File: config.mk
export PLATFORM = sky130hd
export DESIGN_NAME = html_entity_name_decoder_unit
export DESIGN_NICKNAME = d
export VERILOG_FILES = /design/src/rtl/hend_pkg.sv /design/src/rtl/hend_front.sv /design/src/rtl/hend_queue.sv /design/src/rtl/hend_back.sv /design/src/rtl/html_entity_name_decoder_unit.sv
export VERILOG_INCLUDE_DIRS = /design/src /design/src/rtl
export SDC_FILE = /design/constraint.sdc
export NUM_CORES = 1
export LEC_CHECK = 0
export ABC_CLOCK_PERIOD_IN_PS = 7300
export BUFFER_PORTS_ARGS = -buffer_cell sky130_fd_sc_hd__buf_2
export CELL_PAD_IN_SITES_DETAIL_PLACEMENT = 1
export CELL_PAD_IN_SITES_GLOBAL_PLACEMENT = 2
export CORE_UTILIZATION = 41
export DETAILED_ROUTE_END_ITERATION = 10
export MAX_ROUTING_LAYER = met4
export PLACE_DENSITY = 0.82
export RECOVER_POWER = 25
export SYNTH_ARGS = -nofsm -noshare
export SYNTH_HDL_FRONTEND = slang
export SYNTH_SLANG_ARGS = --single-unit
File: constraint.sdc
create_clock -name clk -period 7.3 [get_ports clk]
set_clock_uncertainty 0.1 [all_clocks]
set_input_delay 0.365 -clock clk [delete_from_list [all_inputs] [get_ports clk]]
set_output_delay 0.365 -clock clk [all_outputs]
set_load 0.03 [all_outputs]
File: src/rtl/html_entity_name_decoder_unit_assert.svh
// ----------------------------------------------------------------------------
// HTML entity name decoder assertion macros
// Shared concurrent assertion forms; empty under synthesis.
// ----------------------------------------------------------------------------
`ifndef HTML_ENTITY_NAME_DECODER_UNIT_ASSERT_SVH
`define HTML_ENTITY_NAME_DECODER_UNIT_ASSERT_SVH

`ifndef SYNTHESIS

`define HEND_ASSERT_NEVER(label, clk, rst, cond) \
  label: assert property (@(posedge clk) disable iff (rst) !(cond)) \
    else $error("assertion failed: condition must never hold");

`define HEND_ASSERT_NEXT(label, clk, rst, ante, cons) \
  label: assert property (@(posedge clk) disable iff (rst) (ante) |=> (cons)) \
    else $error("assertion failed: expected next-cycle result missing");

`else

`define HEND_ASSERT_NEVER(label, clk, rst, cond)

`define HEND_ASSERT_NEXT(label, clk, rst, ante, cons)

`endif

`endif

File: src/rtl/hend_pkg.sv
// ----------------------------------------------------------------------------
// HTML entity name decoder package
// Shared types, sizes and the Latin-1 entity name ROM.
// ----------------------------------------------------------------------------
`default_nettype none

package hend_pkg;

  localparam int DEF_SCAN_LIMIT = 63;
  localparam int DEF_NAME_KEEP  = 6;
  localparam int ROM_NAME_W     = 48;
  localparam int CONS_W         = 7;
  localparam int QUEUE_DEPTH    = 2;
  localparam int ENT_COUNT      = 92;
  localparam logic [7:0] SEMI_CHAR = 8'h3B;

  typedef enum logic {
    KIND_LOOKUP = 1'b0,
    KIND_LIMIT  = 1'b1
  } kind_t;

  typedef enum logic [1:0] {
    ST_MATCH   = 2'd0,
    ST_UNKNOWN = 2'd1,
    ST_LIMIT   = 2'd2
  } status_t;

  localparam logic [ROM_NAME_W-1:0] ENT_TXT [ENT_COUNT] = '{
    "quot", "apos", "iexcl", "cent",
    "pound", "yen", "brvbar", "sect",
    "copy", "laquo", "raquo", "not",
    "reg", "deg", "plusmn", "sup2",
    "sup3", "micro", "para", "sup1",
    "middot", "frac14", "frac12", "iquest",
    "frac34", "AElig", "Aacute", "Acirc",
    "Agrave", "Aring", "Atilde", "Auml",
    "Ccedil", "ETH", "Eacute", "Ecirc",
    "Egrave", "Euml", "Iacute", "Icirc",
    "Igrave", "Iuml", "Ntilde", "Oacute",
    "Ocirc", "Ograve", "Oslash", "Otilde",
    "Ouml", "THORN", "Uacute", "Ucirc",
    "Ugrave", "Uuml", "Yacute", "aacute",
    "acirc", "aelig", "agrave", "amp",
    "aring", "atilde", "auml", "ccedil",
    "eacute", "ecirc", "egrave", "eth",
    "euml", "tagc", "gt", "iacute",
    "icirc", "igrave", "iuml", "stago",
    "lt", "ntilde", "oacute", "ocirc",
    "ograve", "oslash", "otilde", "ouml",
    "szlig", "thorn", "uacute", "ucirc",
    "ugrave", "uuml", "yacute", "yuml"
  };

  localparam logic [2:0] ENT_LEN [ENT_COUNT] = '{
    3'd4, 3'd4, 3'd5, 3'd4,
    3'd5, 3'd3, 3'd6, 3'd4,
    3'd4, 3'd5, 3'd5, 3'd3,
    3'd3, 3'd3, 3'd6, 3'd4,
    3'd4, 3'd5, 3'd4, 3'd4,
    3'd6, 3'd6, 3'd6, 3'd6,
    3'd6, 3'd5, 3'd6, 3'd5,
    3'd6, 3'd5, 3'd6, 3'd4,
    3'd6, 3'd3, 3'd6, 3'd5,
    3'd6, 3'd4, 3'd6, 3'd5,
    3'd6, 3'd4, 3'd6, 3'd6,
    3'd5, 3'd6, 3'd6, 3'd6,
    3'd4, 3'd5, 3'd6, 3'd5,
    3'd6, 3'd4, 3'd6, 3'd6,
    3'd5, 3'd5, 3'd6, 3'd3,
    3'd5, 3'd6, 3'd4, 3'd6,
    3'd6, 3'd5, 3'd6, 3'd3,
    3'd4, 3'd4, 3'd2, 3'd6,
    3'd5, 3'd6, 3'd4, 3'd5,
    3'd2, 3'd6, 3'd6, 3'd5,
    3'd6, 3'd6, 3'd6, 3'd4,
    3'd5, 3'd5, 3'd6, 3'd5,
    3'd6, 3'd4, 3'd6, 3'd4
  };

  localparam logic [7:0] ENT_CODE [ENT_COUNT] = '{
    8'd34,  8'd39,  8'd161, 8'd162,
    8'd163, 8'd165, 8'd166, 8'd167,
    8'd169, 8'd171, 8'd187, 8'd172,
    8'd174, 8'd176, 8'd177, 8'd178,
    8'd179, 8'd181, 8'd182, 8'd185,
    8'd183, 8'd188, 8'd189, 8'd191,
    8'd190, 8'd198, 8'd193, 8'd194,
    8'd192, 8'd197, 8'd195, 8'd196,
    8'd199, 8'd208, 8'd201, 8'd202,
    8'd200, 8'd203, 8'd205, 8'd206,
    8'd204, 8'd207, 8'd209, 8'd211,
    8'd212, 8'd210, 8'd216, 8'd213,
    8'd214, 8'd222, 8'd218, 8'd219,
    8'd217, 8'd220, 8'd221, 8'd225,
    8'd226, 8'd230, 8'd224, 8'd38,
    8'd229, 8'd227, 8'd228, 8'd231,
    8'd233, 8'd234, 8'd232, 8'd240,
    8'd235, 8'd62,  8'd62,  8'd237,
    8'd238, 8'd236, 8'd239, 8'd60,
    8'd60,  8'd241, 8'd243, 8'd244,
    8'd242, 8'd248, 8'd245, 8'd246,
    8'd223, 8'd254, 8'd250, 8'd251,
    8'd249, 8'd252, 8'd253, 8'd255
  };

  // Reorder a right-justified string so that its first byte sits at the low end.
  function automatic logic [ROM_NAME_W-1:0] first_byte_low(
    input logic [ROM_NAME_W-1:0] txt,
    input logic [2:0]            len
  );
    logic [ROM_NAME_W-1:0] res;
    int                    n;
    res = '0;
    n   = int'(len);
    for (int k = 0; k < ROM_NAME_W / 8; k++) begin
      if (k < n) begin
        res[8*k +: 8] = txt[8*(n-1-k) +: 8];
      end
    end
    return res;
  endfunction

endpackage

`default_nettype wire

File: src/rtl/hend_front.sv
// ----------------------------------------------------------------------------
// HTML entity name decoder front end
// Accepts bytes, tracks the scan and queues lookups and limit results.
// ----------------------------------------------------------------------------
`default_nettype none

module hend_front
  import hend_pkg::*;
#(
  parameter int SCAN_LIMIT = DEF_SCAN_LIMIT,
  parameter int NAME_KEEP  = DEF_NAME_KEEP,
  localparam int NW = 8 * NAME_KEEP,
  localparam int LW = $clog2(NAME_KEEP + 2),
  localparam int CW = $clog2(SCAN_LIMIT + 1),
  localparam int EW = 1 + NW + LW + CW
) (
  input  wire logic          clk,
  input  wire logic          rst,
  input  wire logic          in_valid,
  output logic               in_stall,
  input  wire logic          start_req,
  input  wire logic [7:0]    ch,
  input  wire logic          q_full,
  output logic               push,
  output logic [EW-1:0]      push_data
);

  logic          scanning;
  logic [NW-1:0] name_chars;
  logic [LW-1:0] name_len;
  logic [CW-1:0] scan_count;
  logic          name_ended;

  logic          take;
  logic          scan_e;
  logic [NW-1:0] name_e;
  logic [LW-1:0] len_e;
  logic [CW-1:0] cnt_e;
  logic          ended_e;
  logic [NW-1:0] name_next;
  logic [LW-1:0] len_next;
  logic [CW-1:0] cnt_next;
  logic          ended_next;
  logic          is_semi;
  logic          limit_hit;
  kind_t         kind;

  assign in_stall = q_full;
  assign take     = in_valid && !in_stall;
  assign scan_e   = start_req || scanning;
  assign name_e   = start_req ? '0 : name_chars;
  assign len_e    = start_req ? '0 : name_len;
  assign cnt_e    = start_req ? '0 : scan_count;
  assign ended_e  = start_req ? 1'b0 : name_ended;
  assign is_semi  = (ch == SEMI_CHAR);

  always_comb begin
    name_next  = name_e;
    len_next   = len_e;
    ended_next = ended_e;
    cnt_next   = cnt_e + CW'(1);
    if (!ended_e) begin
      if (ch == 8'd0) begin
        ended_next = 1'b1;
      end else if (len_e < LW'(NAME_KEEP)) begin
        name_next[8*len_e +: 8] = ch;
        len_next                = len_e + LW'(1);
      end else begin
        len_next = LW'(NAME_KEEP + 1);
      end
    end
  end

  assign limit_hit = (cnt_next == CW'(SCAN_LIMIT));
  assign push      = take && scan_e && (is_semi || limit_hit);
  assign kind      = is_semi ? KIND_LOOKUP : KIND_LIMIT;
  assign push_data = {kind, name_e, len_e, cnt_e};

  always_ff @(posedge clk) begin
    if (rst) begin
      scanning   <= 1'b0;
      name_chars <= '0;
      name_len   <= '0;
      scan_count <= '0;
      name_ended <= 1'b0;
    end else if (take && scan_e) begin
      if (is_semi) begin
        scanning <= 1'b0;
      end else begin
        scanning   <= !limit_hit;
        name_chars <= name_next;
        name_len   <= len_next;
        scan_count <= cnt_next;
        name_ended <= ended_next;
      end
    end
  end

endmodule

`default_nettype wire

File: src/rtl/hend_queue.sv
// ----------------------------------------------------------------------------
// HTML entity name decoder queue
// Short FIFO between the front end and the back end.
// ----------------------------------------------------------------------------
`default_nettype none

`include "html_entity_name_decoder_unit_assert.svh"

module hend_queue
  import hend_pkg::*;
#(
  parameter int WIDTH = 8,
  localparam int QPW = (QUEUE_DEPTH > 1) ? $clog2(QUEUE_DEPTH) : 1,
  localparam int QCW = $clog2(QUEUE_DEPTH + 1)
) (
  input  wire logic             clk,
  input  wire logic             rst,
  input  wire logic             push,
  input  wire logic [WIDTH-1:0] push_data,
  output logic                  full,
  output logic                  q_valid,
  output logic [WIDTH-1:0]      q_data,
  input  wire logic             pop
);

  logic [WIDTH-1:0] slots [QUEUE_DEPTH];
  logic [QPW-1:0]   wr_ptr;
  logic [QPW-1:0]   rd_ptr;
  logic [QCW-1:0]   count;

  assign full    = (count == QCW'(QUEUE_DEPTH));
  assign q_valid = (count != '0);
  assign q_data  = slots[rd_ptr];

  always_ff @(posedge clk) begin
    if (push) begin
      slots[wr_ptr] <= push_data;
    end
  end

  always_ff @(posedge clk) begin
    if (rst) begin
      wr_ptr <= '0;
      rd_ptr <= '0;
      count  <= '0;
    end else begin
      if (push) begin
        wr_ptr <= (wr_ptr == QPW'(QUEUE_DEPTH - 1)) ? '0 : wr_ptr + QPW'(1);
      end
      if (pop) begin
        rd_ptr <= (rd_ptr == QPW'(QUEUE_DEPTH - 1)) ? '0 : rd_ptr + QPW'(1);
      end
      if (push && !pop) begin
        count <= count + QCW'(1);
      end else if (pop && !push) begin
        count <= count - QCW'(1);
      end
    end
  end

  `HEND_ASSERT_NEVER(a_push_full, clk, rst, push && full && !pop)
  `HEND_ASSERT_NEVER(a_pop_empty, clk, rst, pop && !q_valid)
  `HEND_ASSERT_NEXT(a_count_up, clk, rst, push && !pop, count == QCW'($past(count) + 1'b1))

endmodule

`default_nettype wire

File: src/rtl/hend_back.sv
// ----------------------------------------------------------------------------
// HTML entity name decoder back end
// Matches queued names against the entity ROM and holds the result beat.
// ----------------------------------------------------------------------------
`default_nettype none

module hend_back
  import hend_pkg::*;
#(
  parameter int SCAN_LIMIT = DEF_SCAN_LIMIT,
  parameter int NAME_KEEP  = DEF_NAME_KEEP,
  localparam int NW = 8 * NAME_KEEP,
  localparam int LW = $clog2(NAME_KEEP + 2),
  localparam int CW = $clog2(SCAN_LIMIT + 1),
  localparam int EW = 1 + NW + LW + CW
) (
  input  wire logic              clk,
  input  wire logic              rst,
  input  wire logic              q_valid,
  input  wire logic [EW-1:0]     q_data,
  output logic                   pop,
  output logic                   out_valid,
  input  wire logic              out_stall,
  output logic [7:0]             char_code,
  output logic [CONS_W-1:0]      consumed_len,
  output logic [1:0]             status
);

  kind_t                 kind;
  logic [NW-1:0]         name;
  logic [LW-1:0]         len;
  logic [CW-1:0]         cnt;
  logic                  hit;
  logic [7:0]            code;
  logic                  load;
  status_t               status_reg;

  assign kind = kind_t'(q_data[EW-1]);
  assign name = q_data[EW-2 -: NW];
  assign len  = q_data[LW+CW-1 -: LW];
  assign cnt  = q_data[CW-1:0];

  always_comb begin
    hit  = 1'b0;
    code = 8'd0;
    for (int r = 0; r < ENT_COUNT; r++) begin
      if ((len == LW'(ENT_LEN[r])) &&
          (name[ROM_NAME_W-1:0] == first_byte_low(ENT_TXT[r], ENT_LEN[r]))) begin
        hit  = 1'b1;
        code = code | ENT_CODE[r];
      end
    end
  end

  assign load = q_valid && (!out_valid || !out_stall);
  assign pop  = load;

  always_ff @(posedge clk) begin
    if (rst) begin
      out_valid <= 1'b0;
    end else if (load) begin
      out_valid <= 1'b1;
    end else if (!out_stall) begin
      out_valid <= 1'b0;
    end
  end

  always_ff @(posedge clk) begin
    if (load) begin
      if (kind == KIND_LIMIT) begin
        char_code    <= 8'd0;
        consumed_len <= '0;
        status_reg   <= ST_LIMIT;
      end else begin
        char_code    <= hit ? code : 8'd0;
        consumed_len <= CONS_W'(cnt) + CONS_W'(2);
        status_reg   <= hit ? ST_MATCH : ST_UNKNOWN;
      end
    end
  end

  assign status = status_reg;

endmodule

`default_nettype wire

File: src/rtl/html_entity_name_decoder_unit.sv
// ----------------------------------------------------------------------------
// HTML entity name decoder
// Decodes Latin-1 named character references one byte per beat.
//
// Input channel: in_valid/in_stall with start_req and ch. Raise start_req on
// the first byte after the ampersand. Bytes with no scan running are dropped.
// Output channel: out_valid/out_stall with char_code, consumed_len, status.
// A beat leaves on a semicolon (status matched or unknown, consumed_len is
// the count of bytes scanned before it plus two) or when SCAN_LIMIT bytes pass
// without one (status limit, other fields zero).
// The byte ending the scan is written into the queue, and the back end then
// registers it into the output beat and raises out_valid. Throughput: one byte
// per cycle; the front end only stalls when the two-entry queue ahead of the
// ROM compare is full. When out_stall is high the result beat holds; the queue
// absorbs up to two more results before in_stall rises.
// Reset clears the scan, the queue and the output valid.
// ----------------------------------------------------------------------------
`default_nettype none

module html_entity_name_decoder_unit
  import hend_pkg::*;
#(
  parameter int SCAN_LIMIT = DEF_SCAN_LIMIT,
  parameter int NAME_KEEP  = DEF_NAME_KEEP
) (
  input  wire logic              clk,
  input  wire logic              rst,
  input  wire logic              in_valid,
  output logic                   in_stall,
  input  wire logic              start_req,
  input  wire logic [7:0]        ch,
  output logic                   out_valid,
  input  wire logic              out_stall,
  output logic [7:0]             char_code,
  output logic [CONS_W-1:0]      consumed_len,
  output logic [1:0]             status
);

  localparam int EW = 1 + 8 * NAME_KEEP + $clog2(NAME_KEEP + 2) + $clog2(SCAN_LIMIT + 1);

  logic          q_full;
  logic          push;
  logic [EW-1:0] push_data;
  logic          q_valid;
  logic [EW-1:0] q_data;
  logic          pop;

  hend_front #(
    .SCAN_LIMIT (SCAN_LIMIT),
    .NAME_KEEP  (NAME_KEEP)
  ) u_front (
    .clk       (clk),
    .rst       (rst),
    .in_valid  (in_valid),
    .in_stall  (in_stall),
    .start_req (start_req),
    .ch        (ch),
    .q_full    (q_full),
    .push      (push),
    .push_data (push_data)
  );

  hend_queue #(
    .WIDTH (EW)
  ) u_queue (
    .clk       (clk),
    .rst       (rst),
    .push      (push),
    .push_data (push_data),
    .full      (q_full),
    .q_valid   (q_valid),
    .q_data    (q_data),
    .pop       (pop)
  );

  hend_back #(
    .SCAN_LIMIT (SCAN_LIMIT),
    .NAME_KEEP  (NAME_KEEP)
  ) u_back (
    .clk          (clk),
    .rst          (rst),
    .q_valid      (q_valid),
    .q_data       (q_data),
    .pop          (pop),
    .out_valid    (out_valid),
    .out_stall    (out_stall),
    .char_code    (char_code),
    .consumed_len (consumed_len),
    .status       (status)
  );

endmodule

`default_nettype wire
==> metrics.md <==
| Metric | Value |
|---|---|
| R2R setup slack | `roughly 2.2 ns` |
| Worst setup margin | `approximately 1.8 ns` |
| Fmax | `between 0.15 and 0.2 GHz` |
| Initial Util | `0.420` |
| Tcrit/Tclk final | `0.753` |
| RSZ-0062 raised after global routing | `no` |
| Seq/Total Area, Yosys | `0.464` |
| Register name with the most flops | `u_queue.slots` |
| Max FFs per register | `around 120` |
| Setup crit start kind | `primary input` |
| Largest regs | `u_queue.slots (116), u_front.name_chars (48), u_back.char_code (8)` |
| WL/cell | `~26 µm` |
| Die ar. | `roughly 29000 µm²` |
| Final RePlAce weighted congestion | `1.02` |
| Final wirelength | `just over 40000 µm` |
| Crit-path most repeated cell | `clkbuf_1` |
| H-Tree Depth | `4` |
| Crit. End Element | `register` |
| First-pass DRT Iterations | `6` |
| Post-Syn Instances | `~1200` |
| # clock sinks | `a little under 200` |
| Final setup vio count | `0` |
| Worst slew pin tran | `3.11 ns` |
| FILL cells | `roughly 3100` |
| Final core utilization | `0.458` |
| CTS tree | `built` |
| Core area | `27200 µm²` |
| Clock-pin slew on the worst setup and hold paths | `~0.09 ns` |
| Share of cells above drive strength 1 | `0.101` |
| Ant. Diodes | `0` |
| Hold Path Class | `primary input to register` |
| Clock Path Buffers | `2` |
| EDFF count, synth | `133` |
| DR iter-0 viols | `slightly below 900` |
| Latest clock arrival within the worst-skew pair | `0.44 ns` |
| DRC | `0` |
| Row cnt | `60` |
| Vias per cell | `around 6.5` |
| Largest net degree at the start of global routing | `between 90 and 100` |
| Vias | `10100` |
| Slew Limit Fails | `around 140` |
| Layout Cell Area excl Fill | `between 10000 and 15000 µm²` |
| Failing checks | `max-capacitance violations, max-slew violations` |
| DRT antenna net count | `0` |
| Area of the mapped netlist | `about 11000 µm²` |
| Lkg Pwr | `around 4.1 nW` |
| Maximum single-stage delay on the critical path | `between 2 and 2.5 ns` |
| Vias in the first global route | `10000` |
| CP Max Fanout | `71` |
| Worst Path Required | `around 7.3 ns` |
| Synthesis Warnings | `0` |
| Slew HR | `-1.07` |
| Slowest cell on the critical path | `clkbuf_1` |
| Top delay family on crit path | `buffers and inverters` |
| CTS buffer count | `17` |
| GRT Overall Usage | `0.302` |
| Die height | `between 150 and 200 µm` |
| Register bit total from synthesis | `198` |
| Max rail drop VDD | `between 0.1 and 0.15 mV` |
| Gr ovfl total | `0` |
| Dpl hpwl | `between 30000 and 40000 µm` |
| I/O Pins | `32` |
| CTS Hold Bufs | `0` |
| Root Driver | `clkbuf_16` |
| IO Port Bufs | `31` |
| Status | `complete, but fails checks` |
| Max Cap Violations | `2` |
| Synth Net Count | `1178` |
| Setup TNS | `0 ns` |
| First-pass GRT wire length | `between 60000 and 70000 µm` |
| CP arrival | `~5.5 ns` |
| # resized after CTS | `0` |
| Die width | `between 150 and 200 µm` |
| Bufs and invs on worst path | `3` |
| Placed cell areas | `approximately 12000 µm²` |
| Synth async-reset ratio | `0` |
| Critical Path, Cell by Cell | `clkbuf_1, clkbuf_1, nor2b_1, xor2_1, and3_1, nand3_1, a21boi_1, and2_2, buf_4` |
| Final min period | `5.49 ns` |
| Fin. Hold Viols | `0` |
| Postcts setup bufs | `0` |
| Syn avg cell area | `~9.9 µm²` |
| Crit Path Class | `primary input to register` |
| Post-synthesis cell type count | `89` |
| Initial antenna violation count | `0` |
| Area Overhead vs Synth | `9.05%` |
| Main synth FF type | `edfxtp_1` |
| Final nets | `between 1000 and 1500` |
| Power density cells | `roughly 220 nW/µm²` |
| Place WS | `roughly 2.4 ns` |
-- logic make-up after synthesis --
| logic type | Yosys count | synth area share |
|---|---|---|
| buffers and inverters | 70 | 0.0311 |
| DFF | 198 | 0.464 |
| muxes | 18 | 0.0167 |
| adders and majority gates | 6 | 0.00657 |
| xor gates and xnor gates | 11 | 0.00843 |
| and+or+nand+nor | 614 | 0.313 |
| AOI/OAI and AO/OA | 242 | 0.160 |
-- layer usage --
layer	wire length, µm	part of all wire	global-route usage	up-vias
met3	2000	0.049	0.0428	115
met2	19100	0.46	0.480	359
met5	0	0	-	-
met4	1770	0.043	0.131	0
met1	18300	0.44	0.383	5053
li1	-	-	-	4531
-- layout by cell type, fill, tap and decap left out, drive strengths merged, types with 20 or more instances in the layout --
cell / Yosys / routed
a22oi: 63 / 63
nor4: 22 / 22
edfxtp: 133 / 133
nand2: 82 / 82
inv: 20 / 30
nor2: 123 / 123
nand3: 41 / 41
and3: 28 / 28
a21oi: 35 / 35
nor3: 32 / 32
dfxtp: 65 / 65
nor3b: 20 / 20
nand3b: 27 / 27
nand4: 25 / 25
nor2b: 75 / 75
buf: 22 / 38
clkbuf: 28 / 21
or3b: 25 / 25
o21ai: 21 / 21
-- area by class of cell --
cell class,count,area [µm²],area share
well taps,372,465,0.0374
multi-input cells,891,5780,0.464
clock buffers,17,425,0.0342
flip-flops and latches,198,5300,0.425
repair buffers,42,228,0.0183
clock inverters,15,179,0.0144
inverters,20,75.1,0.00603
-- where the power goes --
part           total (mW)  internal (mW)  switching, mW
clock               0.976          0.470          0.506
sequential           1.28           1.22         0.0580
combinational       0.433          0.140          0.293
-- cells in the mapped netlist (8+ instances only) --
library cell	number	area share
nor4b_1	8	0.0061
nand4_1	23	0.013
o21ai_1	8	0.0035
clkbuf_1	28	0.0092
dfxtp_1	65	0.11
and2_1	12	0.0066
o22ai_1	14	0.0077
or3b_2	17	0.013
a222oi_1	8	0.0070
a21oi_1	35	0.015
and3b_1	10	0.0077
nand2_1	82	0.027
edfxtp_1	133	0.35
buf_2	8	0.0035
o21ai_0	12	0.0053
or3b_1	8	0.0061
or3_1	17	0.0093
o32ai_1	9	0.0069
nand3b_1	27	0.018
nor4_1	21	0.012
nand3_1	41	0.018
nand2b_1	10	0.0055
nor2b_1	75	0.041
a22oi_1	63	0.041
or4_1	9	0.0059
inv_1	20	0.0066
nor3_1	32	0.014
nor2_1	123	0.040
a211oi_1	8	0.0053
mux2i_1	10	0.0088
and3_1	28	0.015
nor3b_1	20	0.013
-- final timing paths --
check	to	start	depth (start not counted)
worst max-delay path	u_queue.slots[1][48]	start_req	9
worst min-delay path	u_back.out_valid	out_stall	3
worst max register to register	u_back.status[0]	register	10
worst min register to register	u_front.name_chars[15]	u_front.name_chars[15]	2
-- stage by stage --
step / hold WS [ns] / instances / total power, mW
after global placement: 0.337 / 1523 / 1.72
final: 0.0826 / 1555 / 2.69
after floorplan: 0.327 / 1159 / 1.64
after detailed placement: 0.344 / 1523 / 1.73
after global routing: 0.0946 / 1555 / 2.79
after CTS: 0.0706 / 1555 / 2.71
-- worst reg2reg max path: stages, from the launching register on --
cell       delay, ns
dfxtp_4         0.92
buf_4           0.72
nor3b_1         0.54
a32o_1          0.34
and3_1          0.35
nand4_1         0.76
a211oi_1        0.51
nor4_1          0.13
o2111ai_1       0.17
nor4_1          0.14
nor3b_1         0.16
(Power assumes the default switching activity.)
